## src/rtl/gsh_pkg.sv

```systemverilog
// shared constants, payload types and helpers of the grid spatial hash engine
package gsh_pkg;

    localparam int BUCKETS    = 1024;
    localparam int POOL_DEPTH = 1024;
    localparam int MAX_HITS   = 64;

    localparam int BKT_W   = $clog2(BUCKETS);
    localparam int ENT_W   = $clog2(POOL_DEPTH);
    localparam int USE_W   = ENT_W + 1;
    localparam int SWEEP_N = (BUCKETS > POOL_DEPTH) ? BUCKETS : POOL_DEPTH;
    localparam int SWP_W   = $clog2(SWEEP_N);
    localparam int LOOP_W  = SWP_W + 1;
    localparam int NWK_W   = BKT_W + 1;
    localparam int TAG_W   = 8;
    localparam int CFG_IDX_W = 2;

    localparam logic [31:0] HASH_MUL_X = 32'd92821;
    localparam logic [31:0] HASH_MUL_Y = 32'd689287;
    localparam logic signed [31:0] EDGE_MAX = 32'sh7FFF_FFFF;

    localparam logic [1:0] KIND_CLEAR  = 2'd0;
    localparam logic [1:0] KIND_INSERT = 2'd1;
    localparam logic [1:0] KIND_QUERY  = 2'd2;

    localparam logic [CFG_IDX_W-1:0] CFG_INV_CELL = 2'd0;
    localparam logic [CFG_IDX_W-1:0] CFG_POOL_CAP = 2'd1;
    localparam logic [CFG_IDX_W-1:0] CFG_MAX_RES  = 2'd2;

    typedef struct packed {
        logic [1:0]         kind;
        logic [15:0]        item_id;
        logic signed [31:0] pos_x;
        logic signed [31:0] pos_y;
        logic [30:0]        size_w;
        logic [30:0]        size_h;
    } t_in_item;

    typedef struct packed {
        logic        status;
        logic        hit_valid;
        logic [15:0] hit_id;
        logic [6:0]  hit_count;
        logic        last;
    } t_out_item;

    typedef struct packed {
        logic [15:0]        obj_id;
        logic signed [31:0] left;
        logic signed [31:0] bottom;
        logic [30:0]        width;
        logic [30:0]        height;
        logic               link_valid;
        logic [ENT_W-1:0]   link;
    } t_entry;

    typedef struct packed {
        logic             valid;
        logic [ENT_W-1:0] head;
    } t_bucket;

    typedef enum logic [3:0] {
        ST_SWEEP, ST_IDLE, ST_FAR, ST_MUL, ST_SPAN, ST_TAG,
        ST_INS_CELL, ST_INS_WR, ST_Q_CELL, ST_Q_CHK, ST_Q_ENT, ST_Q_HIT,
        ST_Q_FIN, ST_DONE
    } t_state;

    function automatic logic signed [31:0] far_edge(input logic signed [31:0] pos,
                                                    input logic [30:0] size);
        logic [32:0] sum;
        sum = {pos[31], pos} + {2'b00, size};
        if (!sum[32] && sum[31]) begin
            far_edge = EDGE_MAX;
        end else begin
            far_edge = signed'(sum[31:0]);
        end
    endfunction

endpackage

```

## src/rtl/gsh_mul.sv

```systemverilog
// shared signed multiplier with registered product
module gsh_mul import gsh_pkg::*; (
    input  logic               i_clk,
    input  logic signed [32:0] i_a,
    input  logic signed [32:0] i_b,
    output logic signed [65:0] o_p
);

    logic signed [65:0] r_p;

    always_ff @(posedge i_clk) begin
        r_p <= i_a * i_b;
    end

    assign o_p = r_p;

endmodule

```

## config.mk

```make
export PLATFORM = sky130hd
export DESIGN_NAME = gsh_mul
export DESIGN_NICKNAME = d
export VERILOG_FILES = /design/src/rtl/gsh_pkg.sv /design/src/rtl/gsh_mul.sv
export SDC_FILE = /design/constraint.sdc
export NUM_CORES = 2
export LEC_CHECK = 0
export ABC_AREA = 1
export ABC_CLOCK_PERIOD_IN_PS = 13100
export BUFFER_PORTS_ARGS = -buffer_cell sky130_fd_sc_hd__buf_2
export CORE_ASPECT_RATIO = 1.2
export CORE_MARGIN = 1
export CORE_UTILIZATION = 65
export CTS_CLUSTER_DIAMETER = 150
export DETAILED_ROUTE_END_ITERATION = 8
export PLACE_DENSITY = 0.83
export SLEW_MARGIN = 20
export SYNTH_ARGS = -nofsm -noshare
export SYNTH_HDL_FRONTEND = slang
export SYNTH_SLANG_ARGS = --single-unit
```

## constraint.sdc

```tcl
create_clock -name i_clk -period 13.1 [get_ports i_clk]
set_clock_uncertainty 0.1 [all_clocks]
set_input_delay 1.965 -clock i_clk [delete_from_list [all_inputs] [get_ports i_clk]]
set_output_delay 1.965 -clock i_clk [all_outputs]
set_load 0.03 [all_outputs]
```

==> metrics.txt <==
CTS tree=done; share of cells above drive strength 1=0.0412; max reg flops=66; chip width=237 um; Crit Path Category=input port to register; Placed Area=44,000 sq um; H-tree Lvls=3; Post-Synthesis Cells=5,543; per-cell routed wire length=18.8 um; Final Non-Filler Cells=6,287; total number of vias=34,000; Post-Syn Nets=6,972; Peak Freq=0.106 GHz; clk sinks=66; EDFF count, synth=0; Synth async-reset ratio=0; count leader, synth=inv_1; Rel. slew slack=0.323; Layout Nets=6,867; setup repair after global routing missed its margin=false; status=finished, final reports clean; post-route ant nets=0; vias in the first global route=38,200; root buffer cell=clkbuf_16; WP data arrival=9610 ps; max-cap violation count=0; max-slew violation count=0; setup TNS=0 ps; first-pass GRT wire length=195 mm; area grow syn2layout=2.71%; Residual DRC=0; Setup Fix Bufs, Post-CTS=0; io pins=133; FP Rows=103; Yosys top cell by area=fa_1; top area cells in the synthesized netlist=fa_1 53%, inv_1 16%, nand2_1 13%; gr usage total=0.375; Syn. warnings=0; Finish-stage setup viols=0; initial antenna violation count=7; Tightest Hold Check Type=input port to register; # fillers=5,219; synth unique cells=35; Tightest Pin Transition=1020 ps; Initial Util=0.657; Post-CTS Resized=0; Initial DRT Pass Iterations=6; I/O Buffers=132; Num CTS Buffers=9; Worst-path clk slew=60 ps; Clock Path Buffers=2; Die ar.=67,500 sq um; largest net degree at the start of global routing=35; HPWL Detailed=98.2 mm; post-synthesis sequential area ratio=0.0306; synth cell count leaders=1,894 x inv_1, 1,517 x nand2_1, 1,145 x fa_1; type of origin of the critical path=input port; GP Congestion=0.992; share of the synthesized area in the top cell type=0.531; Total Wirelength=118 mm; final period utilization=0.723; ys flop type=dfxtp_1; Critical Path RT=13,240 ps; final hold viol count=0; vias per cell=5.40; register bit count reported by yosys=66; final instance area=44,300 sq um; cts hold-fix bufs=0; Post-Syn Area=43,200 sq um; total grt overflow=0; syn_area_per_cell=7.79 sq um; critical path endpoint category=register; placed insts=6,267; fin crit period=9470 ps; core box area=65,700 sq um; Initial DRC Count=2,695; crit-path max FO=33; DIE HEIGHT=284 um; final core utilization=0.675
metrics by stage:
stage                     hold WS [ps]  worst slack (ps)
after floorplan                   2130              4280
after global placement            2300              3370
after detailed placement          2300              3210
after CTS                         2030              3580
after global routing              2060              3280
final                             2030              3630
cell type report:
cell class	count	area, sq um	area share
Timing Repair Buffer	147	773	0.0174
Clock buffer	10	229	0.00516
Sequential cell	66	1320	0.0298
Tap cell	840	1050	0.0237
Inverter	1895	7110	0.160
Clock inverter	6	90.1	0.00203
Multi-Input combinational cell	3319	33800	0.761
Antenna cell	4	10.0	0.000226
cell families (layout without fill, tap and decap cells):
kind of cell | after synthesis | in the layout | synth area share
AO/OA/AOI/OAI | 106 | 106 | 0.0138
XOR/XNOR | 41 | 41 | 0.00832
adder cells (fa/ha/maj) | 1362 | 1362 | 0.594
buffers and inverters | 2158 | 2058 | 0.188
flip-flops | 66 | 66 | 0.0306
other | 0 | 4 | 0
AND/OR/NAND/NOR | 1810 | 1810 | 0.166
layout by cell type (no fill, tap or decap), types with 5 or more instances in the layout:
master and count:
xor2_1 37, nand2_2 17, o21bai_1 14, a21oi_1 61, nand2_1 1517, buf_4 15, nand3_1 70, nor3_1 7
dfxtp_1 66, clkbuf_16 9, fa_1 1144, nand4_1 19, or2_2 5, nor2_2 20, ha_1 217, buf_2 132
o21ai_0 19, inv_1 1894, nand3_2 8, nor2_1 131
per-layer routing:
| layer | vias to the layer above | GRT usage | routed length (um) |
|---|---|---|---|
| li1 | 14800 | - | - |
| met1 | 16800 | 0.419 | 39300 |
| met2 | 1750 | 0.664 | 60200 |
| met3 | 640 | 0.0527 | 8870 |
| met4 | 8 | 0.250 | 9630 |
| met5 | - | 0 | 44 |
final timing paths:
| kind | start | end | slack, ps | depth (start not counted) |
|---|---|---|---|---|
| worst min-delay path | i_b[0] | o_p[0]$_DFF_P_ | 2030 | 4 |
| worst max-delay path | i_b[9] | o_p[57]$_DFF_P_ | 3630 | 21 |
worst max-delay path: stages:
cell	delay [ps]
buf_2	580
nand2_1	260
fa_1	690
fa_1	1030
fa_1	560
inv_1	410
fa_1	540
fa_1	560
fa_1	430
fa_1	490
inv_1	50
fa_1	470
inv_1	40
ha_1	450
nand2_1	150
nor2_1	220
nand3_1	170
nor2_1	190
o21ai_0	160
nand4_1	110
nand2_1	60
Power is not shown: default switching activity piles up to over one toggle a cycle in this logic, so the estimate is an artifact.
